$ cat src/rtl/core/prti_pkg.sv
// Package for the pump run-timer and interlock block.
// Holds the word types, codes and reset values shared by every file of the block.
// Depends on nothing.
package prti_pkg;

  // Pump layout: pumps 0 to 2 dose, pump 3 waters, pump 4 refills the tank.
  localparam int PUMP_COUNT  = 5;
  localparam int TIMED_PUMPS = 4;
  localparam int WATER_PUMP  = 3;
  localparam int REFILL_PUMP = 4;

  // Run timers count in tenths of a millisecond, so a tick takes ten off.
  localparam int TIMER_W = 32;
  localparam logic [TIMER_W-1:0] TICK_TENTHS = 32'd10;
  // A watering unit of 0.1 s is 1000 tenths of a millisecond.
  localparam logic [9:0] WATER_SCALE = 10'd1000;

  localparam int CFG_W = 16;

  // Register reset values.
  localparam logic [15:0] MS_PER_ML_RESET = 16'd1000;
  localparam logic [11:0] CRITICAL_RESET  = 12'd100;
  localparam logic [11:0] SAFETY_RESET    = 12'd950;
  localparam logic        CLEANER_RESET   = 1'b0;

  localparam logic RUN_AMOUNT = 1'b1;

  typedef enum logic [1:0] {
    OP_TICK  = 2'd0,
    OP_LEVEL = 2'd1,
    OP_OFF   = 2'd2,
    OP_RUN   = 2'd3
  } op_t;

  typedef enum logic [1:0] {
    ST_OK      = 2'd0,
    ST_INVALID = 2'd1,
    ST_BUSY    = 2'd2
  } status_t;

  typedef enum logic [2:0] {
    EV_NONE               = 3'd0,
    EV_RAISED_INVALID     = 3'd1,
    EV_RAISED_LOW         = 3'd2,
    EV_CLEARED_NORMAL     = 3'd3,
    EV_CLEARED_SUPPRESSED = 3'd4
  } alert_t;

  typedef enum logic [1:0] {
    REG_MS_PER_ML = 2'd0,
    REG_CRITICAL  = 2'd1,
    REG_SAFETY    = 2'd2,
    REG_CLEANER   = 2'd3
  } reg_idx_t;

  typedef struct packed {
    op_t         op;
    logic        run_kind;
    logic [2:0]  pump_index;
    logic [15:0] amount_tenths;
    logic [11:0] level_mm;
    logic        level_valid;
  } cmd_word_t;

  typedef struct packed {
    logic [PUMP_COUNT-1:0] pumps_running;
    logic [PUMP_COUNT-1:0] pumps_changed;
    logic                  buzzer;
    alert_t                alert_event;
    status_t               status;
  } res_word_t;

  typedef struct packed {
    logic [15:0] ms_per_ml;
    logic [11:0] critical_level_mm;
    logic [11:0] safety_level_mm;
    logic        cleaner_mode;
  } cfg_regs_t;

  typedef struct packed {
    logic [PUMP_COUNT-1:0] running;
    logic [PUMP_COUNT-1:0] changed;
    status_t               status;
  } pump_res_t;

  typedef struct packed {
    logic   buzzer;
    alert_t alert_event;
  } alarm_res_t;

endpackage

$ cat src/rtl/core/prti_pump_ctrl.sv
// Pump state, run timers and start interlock of the pump run-timer block.
// Decodes one command word per step and updates the pumps in the same cycle.
// Depends on prti_pkg.
module prti_pump_ctrl import prti_pkg::*; (
  input  logic      clk,
  input  logic      rst,
  input  logic      step,
  input  cmd_word_t cmd,
  input  cfg_regs_t cfg,
  output pump_res_t res
);

  // A timer that holds less than this before a tick reaches zero milliseconds.
  localparam logic [TIMER_W-1:0] STOP_BELOW = TICK_TENTHS + TICK_TENTHS;

  logic [PUMP_COUNT-1:0] pump_on;
  logic [PUMP_COUNT-1:0] pump_on_next;
  logic [TIMER_W-1:0]    remaining [TIMED_PUMPS];
  logic [TIMER_W-1:0]    remaining_next [TIMED_PUMPS];
  logic [TIMER_W-1:0]    dose_tenths;
  logic [TIMER_W-1:0]    water_tenths;
  logic [TIMER_W-1:0]    run_tenths;
  logic                  index_ok;
  status_t               status;

  // Run length in tenths of a millisecond: one multiplier for dosing.
  assign dose_tenths  = 32'(cmd.amount_tenths) * 32'(cfg.ms_per_ml);
  assign water_tenths = 32'(cmd.amount_tenths) * 32'(WATER_SCALE);
  assign run_tenths   = (cmd.pump_index == 3'(WATER_PUMP)) ? water_tenths : dose_tenths;
  assign index_ok     = cmd.pump_index < 3'(PUMP_COUNT);

  // Next pump state for the command at hand.
  always_comb begin
    pump_on_next   = pump_on;
    remaining_next = remaining;
    status         = ST_OK;
    unique case (cmd.op)
      OP_TICK: begin
        for (int i = 0; i < TIMED_PUMPS; i++) begin
          if (pump_on[i] && remaining[i] >= TICK_TENTHS) begin
            remaining_next[i] = remaining[i] - TICK_TENTHS;
            if (remaining[i] < STOP_BELOW) begin
              pump_on_next[i] = 1'b0;
            end
          end
        end
      end
      OP_LEVEL: begin
        // The refill pump is cut off once a valid level reaches the safety level.
        if (pump_on[REFILL_PUMP] && cmd.level_valid &&
            cmd.level_mm >= cfg.safety_level_mm) begin
          pump_on_next[REFILL_PUMP] = 1'b0;
        end
      end
      OP_OFF: begin
        if (!index_ok) begin
          status = ST_INVALID;
        end else begin
          for (int i = 0; i < PUMP_COUNT; i++) begin
            if (cmd.pump_index == 3'(i)) begin
              pump_on_next[i] = 1'b0;
            end
          end
          for (int i = 0; i < TIMED_PUMPS; i++) begin
            if (cmd.pump_index == 3'(i)) begin
              remaining_next[i] = '0;
            end
          end
        end
      end
      OP_RUN: begin
        priority if (!index_ok) begin
          status = ST_INVALID;
        end else if (cmd.pump_index == 3'(REFILL_PUMP)) begin
          // Refill runs untimed and is not interlocked.
          if (cmd.run_kind == RUN_AMOUNT) begin
            status = ST_INVALID;
          end else begin
            pump_on_next[REFILL_PUMP] = 1'b1;
          end
        end else if (cmd.run_kind != RUN_AMOUNT || cmd.amount_tenths == '0) begin
          status = ST_INVALID;
        end else if (|pump_on) begin
          status = ST_BUSY;
        end else if (run_tenths < TICK_TENTHS) begin
          // The run would last less than one millisecond.
          status = ST_INVALID;
        end else begin
          for (int i = 0; i < TIMED_PUMPS; i++) begin
            if (cmd.pump_index == 3'(i)) begin
              pump_on_next[i]   = 1'b1;
              remaining_next[i] = run_tenths;
            end
          end
        end
      end
      default: begin
        status = ST_OK;
      end
    endcase
  end

  // Pump and timer state.
  always_ff @(posedge clk) begin
    if (rst) begin
      pump_on <= '0;
      for (int i = 0; i < TIMED_PUMPS; i++) begin
        remaining[i] <= '0;
      end
    end else if (step) begin
      pump_on   <= pump_on_next;
      remaining <= remaining_next;
    end
  end

  assign res.running = pump_on_next;
  assign res.changed = pump_on_next ^ pump_on;
  assign res.status  = status;

endmodule

$ cat src/rtl/core/prti_alarm.sv
// Low-level alarm of the pump run-timer block.
// Tracks the alarm on level samples, reports its edges and drives the buzzer.
// Depends on prti_pkg.
module prti_alarm import prti_pkg::*; (
  input  logic       clk,
  input  logic       rst,
  input  logic       step,
  input  cmd_word_t  cmd,
  input  cfg_regs_t  cfg,
  output alarm_res_t res
);

  logic   alarm_active;
  logic   alarm_active_next;
  logic   enabled;
  logic   should;
  alert_t event_code;

  assign enabled = !cfg.cleaner_mode;
  assign should  = enabled && (!cmd.level_valid || cmd.level_mm <= cfg.critical_level_mm);

  // Only level samples move the alarm, and only its edges give an event.
  always_comb begin
    alarm_active_next = alarm_active;
    event_code        = EV_NONE;
    if (cmd.op == OP_LEVEL) begin
      if (should && !alarm_active) begin
        alarm_active_next = 1'b1;
        event_code        = cmd.level_valid ? EV_RAISED_LOW : EV_RAISED_INVALID;
      end else if (!should && alarm_active) begin
        alarm_active_next = 1'b0;
        event_code        = enabled ? EV_CLEARED_NORMAL : EV_CLEARED_SUPPRESSED;
      end
    end
  end

  always_ff @(posedge clk) begin
    if (rst) begin
      alarm_active <= 1'b0;
    end else if (step) begin
      alarm_active <= alarm_active_next;
    end
  end

  assign res.buzzer      = alarm_active_next && !cfg.cleaner_mode;
  assign res.alert_event = event_code;

endmodule

$ cat src/rtl/core/pump_run_timer_interlock.sv
// Top level of the pump run-timer and interlock block.
// Holds the input and result registers and the configuration registers.
// Depends on prti_pkg, prti_pump_ctrl and prti_alarm.
//
// One command word is taken per clock cycle while res_ready does not hold the
// result back: the word is captured in an input register, then the pump, timer
// and alarm state is updated and the result registered in the same cycle, so
// each word sees the state left by the one before it. While a finished
// result waits for res_ready, the input register can still take one more word
// and then holds it until the result is taken. Run timers count internally in
// tenths of a millisecond, so dosing time needs one 16 by 16 multiply and no
// divide. Configuration writes are taken in any cycle (cfg_ready is always high)
// and should be made only while no word is in flight.
module pump_run_timer_interlock import prti_pkg::*; (
  input  logic             clk,
  input  logic             rst,
  input  logic             cmd_valid,
  output logic             cmd_ready,
  input  cmd_word_t        cmd_data,
  output logic             res_valid,
  input  logic             res_ready,
  output res_word_t        res_data,
  input  logic             cfg_valid,
  output logic             cfg_ready,
  input  reg_idx_t         cfg_index,
  input  logic [CFG_W-1:0] cfg_data
);

  cfg_regs_t  cfg;
  cmd_word_t  cmd_q;
  logic       cmd_q_valid;
  logic       advance;
  pump_res_t  pump_res;
  alarm_res_t alarm_res;

  // The held word moves on whenever the result register is free or being emptied.
  assign advance   = cmd_q_valid && (!res_valid || res_ready);
  assign cmd_ready = !cmd_q_valid || advance;
  assign cfg_ready = 1'b1;

  // Control state and configuration registers.
  always_ff @(posedge clk) begin
    if (rst) begin
      cmd_q_valid           <= 1'b0;
      res_valid             <= 1'b0;
      cfg.ms_per_ml         <= MS_PER_ML_RESET;
      cfg.critical_level_mm <= CRITICAL_RESET;
      cfg.safety_level_mm   <= SAFETY_RESET;
      cfg.cleaner_mode      <= CLEANER_RESET;
    end else begin
      if (cmd_valid && cmd_ready) begin
        cmd_q_valid <= 1'b1;
      end else if (advance) begin
        cmd_q_valid <= 1'b0;
      end
      if (advance) begin
        res_valid <= 1'b1;
      end else if (res_ready) begin
        res_valid <= 1'b0;
      end
      if (cfg_valid) begin
        unique case (cfg_index)
          REG_MS_PER_ML: cfg.ms_per_ml         <= cfg_data[15:0];
          REG_CRITICAL:  cfg.critical_level_mm <= cfg_data[11:0];
          REG_SAFETY:    cfg.safety_level_mm   <= cfg_data[11:0];
          REG_CLEANER:   cfg.cleaner_mode      <= cfg_data[0];
          default:       cfg.cleaner_mode      <= cfg.cleaner_mode;
        endcase
      end
    end
  end

  // Payload registers.
  always_ff @(posedge clk) begin
    if (cmd_valid && cmd_ready) begin
      cmd_q <= cmd_data;
    end
    if (advance) begin
      res_data.pumps_running <= pump_res.running;
      res_data.pumps_changed <= pump_res.changed;
      res_data.buzzer        <= alarm_res.buzzer;
      res_data.alert_event   <= alarm_res.alert_event;
      res_data.status        <= pump_res.status;
    end
  end

  prti_pump_ctrl u_pump_ctrl (
    .clk  (clk),
    .rst  (rst),
    .step (advance),
    .cmd  (cmd_q),
    .cfg  (cfg),
    .res  (pump_res)
  );

  prti_alarm u_alarm (
    .clk  (clk),
    .rst  (rst),
    .step (advance),
    .cmd  (cmd_q),
    .cfg  (cfg),
    .res  (alarm_res)
  );

endmodule

$ cat config.mk
export PLATFORM = sky130hd
export DESIGN_NAME = pump_run_timer_interlock
export DESIGN_NICKNAME = d
export VERILOG_FILES = /design/src/rtl/core/prti_pkg.sv /design/src/rtl/core/prti_pump_ctrl.sv /design/src/rtl/core/prti_alarm.sv /design/src/rtl/core/pump_run_timer_interlock.sv
export SDC_FILE = /design/constraint.sdc
export NUM_CORES = 1
export LEC_CHECK = 0
export BUFFER_PORTS_ARGS = -buffer_cell sky130_fd_sc_hd__buf_2
export CORE_ASPECT_RATIO = 0.7
export CORE_MARGIN = 2
export CORE_UTILIZATION = 41
export DETAILED_ROUTE_END_ITERATION = 8
export SETUP_SLACK_MARGIN = 0.5
export SLEW_MARGIN = 20
export SYNTH_ARGS = -nofsm -noshare
export SYNTH_HDL_FRONTEND = slang
export SYNTH_SLANG_ARGS = --single-unit
$ cat constraint.sdc
create_clock -name clk -period 10 [get_ports clk]
set_input_delay 1.5 -clock clk [delete_from_list [all_inputs] [get_ports clk]]
set_output_delay 1.5 -clock clk [all_outputs]
set_load 0.02 [all_outputs]
==> results of run 1 <==
## registers in the layout, summed over array words and instances (netlist names)
name,count
res_data,16
u_pump_ctrl.pump_on,5
u_pump_ctrl.remaining,128
cfg,41
cmd_q_valid,1
cmd_q,35
u_alarm.alarm_active,1
res_valid,1
## worst paths after layout
path / from / end / cells past startpoint
hold / removal: u_pump_ctrl.remaining[0] / u_pump_ctrl.remaining[0] / 2
setup reg to reg: cmd_q[26] / u_pump_ctrl.remaining[126] / 26
hold reg to reg: u_pump_ctrl.remaining[0] / u_pump_ctrl.remaining[0] / 2
setup / recovery: cmd_q[26] / u_pump_ctrl.remaining[126] / 26
## routing by layer
layer  part of all wire (%)  global-route usage, %  vias to the layer above
met4                    2.3                  5.753                        0
li1                       -                      -                    10050
met5                      0                      0                        -
met1                     47                  39.54                    10900
met2                     42                  37.09                      966
met3                    9.5                  5.567                      119
## critical path, stage by stage (launching register included)
cell and delay, ns:
edfxtp_1 0.77, buf_4 0.34, and2_1 0.18, fa_1 0.50, inv_1 0.05, fa_1 0.52
inv_1 0.05, fa_1 0.52, fa_1 0.44, fa_1 0.54, inv_1 0.06, fa_1 0.54
inv_1 0.05, ha_1 0.42, nand4_1 0.31, nor3_2 0.39, a2111oi_0 0.13, a211oi_1 0.22
o211ai_1 0.15, nor3_1 0.51, nand4b_1 0.27, nor4_4 0.29, and4_1 0.25, buf_4 0.24
or3_1 0.71, buf_4 0.26, o32ai_1 0.07
## power by group through the flow
stage / registers (mW) / clock network (mW) / logic, mW
floorplan: 1.03 / 0 / 3.60
global placement: 1.06 / 0 / 4.98
detailed placement: 1.06 / 0 / 5.02
CTS: 1.04 / 1.04 / 5.07
global route: 1.04 / 1.08 / 5.75
finish: 1.04 / 1.02 / 5.15
## synthesized netlist by cell type, drive strengths merged (36+ instances only)
cell	instances
inv	335
nand2	315
fa	248
a21oi	227
nor2	211
ha	196
dfxtp	177
o21ai	166
and2	140
clkbuf	123
o311ai	90
nor3	69
o31ai	55
edfxtp	51
o211ai	36
## placed cells by master, fill, tap and decap left out, drive strengths merged, types with 14 or more instances in the layout
master	instances
inv	335
nand2	315
fa	248
a21oi	227
nor2	211
ha	196
dfxtp	177
o21ai	166
and2	140
buf	122
o311ai	90
nor3	69
o31ai	55
edfxtp	51
clkbuf	40
o211ai	36
nor4	34
nand3	33
a31oi	33
a21o	26
nand4	26
or3	21
nor2b	20
and3	19
o21a	17
xor2	16
nand2b	15
xnor2	15
o32ai	15
a211oi	14
## stage by stage
| stage | hold slack, ns | worst slack [ns] | instances | util (%) | cell area (µm²) |
|---|---|---|---|---|---|
| finish | 0.4486 | 0.9866 | 3680 | 45.03 | 26270 |
| global placement | 0.4404 | 1.320 | 3617 | 43.30 | 25260 |
| floorplan | 0.4084 | 2.693 | 2894 | - | 24220 |
| global route | 0.4796 | 0.5860 | 3674 | 45.00 | 26250 |
| CTS | 0.4485 | 1.038 | 3669 | 44.85 | 26160 |
| detailed placement | 0.4411 | 1.162 | 3617 | 43.31 | 25260 |
## cells by family after synthesis
family	synth area share [%]
and+or+nand+nor	19.14
xor gates and xnor gates	1.121
buffers and inverters	7.794
other	0.01548
muxes	0.3358
adders and majority gates	30.62
DFF	20.95
AOI/OAI and AO/OA	20.02
## layout make-up
| cell class | instances | area [µm²] | area share, % |
|---|---|---|---|
| Multi-Input combinational cell | 2177 | 17280 | 65.78 |
| Sequential cell | 228 | 5075 | 19.32 |
| Inverter | 335 | 1259 | 4.792 |
| Tap cell | 760 | 950.9 | 3.620 |
| Timing Repair Buffer | 122 | 785.8 | 2.992 |
| Clock buffer | 40 | 775.7 | 2.954 |
| Clock inverter | 12 | 127.6 | 0.4859 |
| Antenna cell | 6 | 15.01 | 0.05716 |
==> impl_metrics.json, run 1 <==
{
  "comb_power_share_pct": 71.4,
  "hold_class": "flop to flop",
  "ioPinCount": 77,
  "drc": 0,
  "synth_area_mm2": 0.02422,
  "root_buffer": "clkbuf_16",
  "first_pass_iters": 5,
  "period_share_pct": 90.13,
  "floorplan.initialDensity_pct": 41.53,
  "fmax_mhz": 110.9,
  "syn_nets": 3396,
  "total_power_mw": 7.210,
  "fin_crit_ns": 9.013,
  "leakagePower_nw": 11.52,
  "skew_ns": 0.07727,
  "cts-buffers-inserted": 28,
  "clock_latency_ns": 0.62,
  "path_max_fanout": 22,
  "die_y_um": 207.4,
  "switchingPower_mw": 3.869,
  "p_clk_share_pct": 14.2,
  "hold_buffers": 0,
  "synthFlopType": "dfxtp_1",
  "cts_sinks": 228,
  "clk_pin_slew_ns": 0.06,
  "nets": 3394,
  "yosysUniqueCellTypes": 82,
  "internal-power_mw": 3.341,
  "nFillCells": 5749,
  "cts_tree": "yes",
  "async_reset_ff_share_pct": 0,
  "wl_per_cell_um": 21.27,
  "arrival_ns": 9.42,
  "slew_violations": 0,
  "setup.worst_path.class": "flop to flop",
  "dr_total_vias": 22040,
  "area_growth_syn_to_layout_pct": 8.430,
  "worstMarginPinSlew_ns": 1.254,
  "synth_area_leaders": "fa_1 20%, dfxtp_1 15%, ha_1 10%",
  "core_mm2": 0.05833,
  "startpoint_type": "flop",
  "tns_ns": 0,
  "yosysSeqAreaShare_pct": 20.95,
  "max_cap_viol_count": 0,
  "overflow": 0,
  "grt_pass1_vias": 21740,
  "synth.avg_cell_area_um2": 8.370,
  "setup_viol": 0,
  "cts_max_level": 1,
  "std_cell_rows": 74,
  "wl_um": 78290,
  "worstSetupEndpointType": "flop",
  "status": "finished, final reports clean",
  "synth_largest_area_cell": "fa_1",
  "place_congestion": 0.9538,
  "synth_seq_cells": 228,
  "cts_setup_buffers": 0,
  "synth_top_area_share_pct": 20.50,
  "antenna_found_initial": 5,
  "cts.path.max_buffers": 3,
  "slew_headroom_pct": 15.79,
  "netlist_instances": 2894,
  "track_usage_pct": 25.90,
  "rsz0062_at_grt": "false",
  "die_w_um": 294.5,
  "switching_share_pct": 53.66,
  "grt_max_degree": 118,
  "drt_iter0_drc": 2525,
  "yosys_warnings": 0,
  "hpwl_um": 58060,
  "powerDensity_mw_per_mm2": 274.5,
  "synth_edf_count": 51,
  "cts_resized": 0,
  "cp.required_ns": 10.41,
  "hold_viol_final": 0,
  "die_area_mm2": 0.06107,
  "seq_power_share_pct": 14.4,
  "via_per_inst": 5.988,
  "ir_drop_mv": 0.2651,
  "ant_nets": 0,
  "drive_above_1_share_pct": 7.001,
  "port_buffers": 75,
  "grt_pass1_wl_um": 125200,
  "rrSetupSlack_ns": 0.99
}
Note: power is estimated with default switching activity, not from simulation.
==> run 2: changes to the inputs <==
--- a/config.mk
+++ b/config.mk
@@ -5,11 +5,13 @@
 export SDC_FILE = /design/constraint.sdc
 export NUM_CORES = 1
 export LEC_CHECK = 0
+export ABC_CLOCK_PERIOD_IN_PS = 10000
 export BUFFER_PORTS_ARGS = -buffer_cell sky130_fd_sc_hd__buf_2
 export CORE_ASPECT_RATIO = 0.7
 export CORE_MARGIN = 2
 export CORE_UTILIZATION = 41
 export DETAILED_ROUTE_END_ITERATION = 8
+export RECOVER_POWER = 100
 export SETUP_SLACK_MARGIN = 0.5
 export SLEW_MARGIN = 20
 export SYNTH_ARGS = -nofsm -noshare
==> impl_metrics.json, run 2 (synthesis results as in run 1) <==
{
  "r2r-start": "cmd_q[26]",
  "std_cell_rows": 74,
  "wl_per_cell_um": 21.30,
  "worstHoldEndpoint": "u_pump_ctrl.remaining[0]",
  "grt_pass1_vias": 21740,
  "fmax_mhz": 109.7,
  "nFillCells": 5786,
  "max_stage_delay_ns": 0.96,
  "ioPinCount": 77,
  "wl_um": 78340,
  "crit_path_top_delay_cell": "edfxtp_1",
  "fin_crit_ns": 9.115,
  "rrSetupSlack_ns": 0.88,
  "rsz0062_at_grt": "false",
  "cts_sinks": 228,
  "root_buffer": "clkbuf_16",
  "hold_viol_final": 0,
  "drt_iter0_drc": 2601,
  "top_register": "u_pump_ctrl.remaining",
  "period_share_pct": 91.15,
  "worstPathCellList": "clkbuf_1 -> and2_0 -> fa_1 -> inv_1 -> fa_1 -> inv_1 -> fa_1 -> fa_1 -> fa_1 -> inv_1 -> fa_1 -> inv_1 -> ha_1 -> nand4_1 -> nor3_1 -> o21ai_2 -> a2111oi_4 -> o21a_1 -> o21ai_2 -> o41ai_1 -> nand4_1 -> nand3_1 -> o21ai_0",
  "place_congestion": 0.9538,
  "dr_total_vias": 22010,
  "hold_buffers": 0,
  "cts_tree": "yes",
  "core_mm2": 0.05833,
  "skew_ns": 0.07656,
  "cts_max_level": 1,
  "mostFrequentLayoutCells": "334 x inv_1, 315 x nand2_1, 248 x fa_1, 225 x a21oi_1, 211 x nor2_1",
  "drc": 0,
  "status": "finished with violations",
  "drive_above_1_share_pct": 5.628,
  "die_area_mm2": 0.06107,
  "setup.worst_path.class": "flop to flop",
  "path_max_fanout": 17,
  "powerDensity_mw_per_mm2": 275.6,
  "grt_max_degree": 118,
  "max_cap_viol_count": 4,
  "startpoint_type": "flop",
  "cts.path.max_buffers": 3,
  "r2r_end": "u_pump_ctrl.remaining[12]",
  "ant_nets": 0,
  "die_y_um": 207.4,
  "port_buffers": 75,
  "nets": 3394,
  "hp-start": "u_pump_ctrl.remaining[0]",
  "cts_resized": 0,
  "largest_register_ffs": 128,
  "arrival_ns": 9.53,
  "worstSetupEndpointType": "flop",
  "mostFrequentLayoutCell": "inv_1",
  "hold_class": "flop to flop",
  "cp_top_family": "adder cells",
  "grt_pass1_wl_um": 125200,
  "cts_setup_buffers": 0,
  "place_ws_ns": 1.162,
  "worstMarginPinSlew_ns": 2.813,
  "via_per_inst": 5.985,
  "critPathMostFrequentCell": "fa_1",
  "antenna_found_initial": 5,
  "ir_drop_mv": 0.2656,
  "die_w_um": 294.5,
  "clock_latency_ns": 0.63,
  "floorplan.initialDensity_pct": 41.53,
  "area_growth_syn_to_layout_pct": 7.898,
  "crit_buf_inv": 5,
  "worstRegToRegCells": 23,
  "overflow": 0,
  "hold_depth": 2,
  "largestRegisters": "u_pump_ctrl.remaining x128, cfg x41, cmd_q x35",
  "first_pass_iters": 6,
  "tns_ns": 0,
  "leakagePower_nw": 11.40,
  "slew_violations": 156,
  "clk_pin_slew_ns": 0.06,
  "setup_viol": 0,
  "cts-buffers-inserted": 28,
  "hpwl_um": 58060,
  "slew_headroom_pct": -87.51,
  "cp.required_ns": 10.42,
  "track_usage_pct": 25.90,
  "fin_ws_ns": 0.8850,
  "violations": "max-capacitance violations, max-slew violations"
}
## run 2: cell types whose count changed in the layout (fill, tap and decap cells not counted), moves of 2 or more
cell      previous run  this run
o32ai_2              4         0
buf_4               42        33
o32ai_1             11        15
o21ai_1             11         4
buf_2               74        53
clkbuf_1             9        39
and2_1             139       137
diode_2              6         4
o21ai_0            153       160
and2_0               0         3
## run 2: how the worst max path moves through the flow
| stage | startpoint | cells after the start | slack, ns | end |
|---|---|---|---|---|
| floorplan | cmd_q[14] | 27 | 2.69 | u_pump_ctrl.remaining[114] |
| global placement | cmd_q[16] | 23 | 1.32 | u_pump_ctrl.remaining[113] |
| detailed placement | cmd_q[23] | 24 | 1.16 | u_pump_ctrl.remaining[114] |
| CTS | cmd_q[23] | 24 | 1.04 | u_pump_ctrl.remaining[126] |
| global route | cmd_q[26] | 26 | 0.34 | u_pump_ctrl.remaining[115] |
| finish | cmd_q[26] | 23 | 0.88 | u_pump_ctrl.remaining[12] |
## run 2: power breakdown
group	internal, mW	switching (mW)	total [mW]
combinational	1.79	3.36	5.14
sequential	0.979	0.0613	1.04
clock	0.571	0.449	1.02
total	3.34	3.87	7.20
## run 2: layer usage
layer / up-vias / part of all wire, % / global-route usage (%)
li1: 10040 / - / -
met1: 10870 / 46 / 39.54
met2: 1000 / 42 / 37.09
met3: 107 / 10 / 5.567
met4: 0 / 2.0 / 5.753
met5: - / 0 / 0
## run 2: area by class of cell
type	instances	area [µm²]	area share, %
multi-input cells	2177	17210	65.86
clock buffers	40	775.7	2.968
clock inverters	12	127.6	0.4883
repair buffers	122	725.7	2.777
flip-flops and latches	228	5075	19.42
inverters	335	1259	4.816
diodes	4	10.01	0.03830
well taps	760	950.9	3.638
## run 2: metrics by stage
stage	util [%]	instances	area [µm²]	total power, mW	hold WS [ns]
global route	44.79	3674	26130	7.852	0.4796
floorplan	-	2894	24220	4.635	0.4084
CTS	44.85	3669	26160	7.155	0.4485
finish	44.81	3678	26140	7.204	0.4513
detailed placement	43.31	3617	25260	6.087	0.4411
global placement	43.30	3617	25260	6.045	0.4404
## run 2: tightest hold or removal path, delay by kind of cell (launching register included)
family | cells | cell delay, ns
flops | 1 | 0.32
buf+inv | 1 | 0.05
compound gates | 1 | 0.03
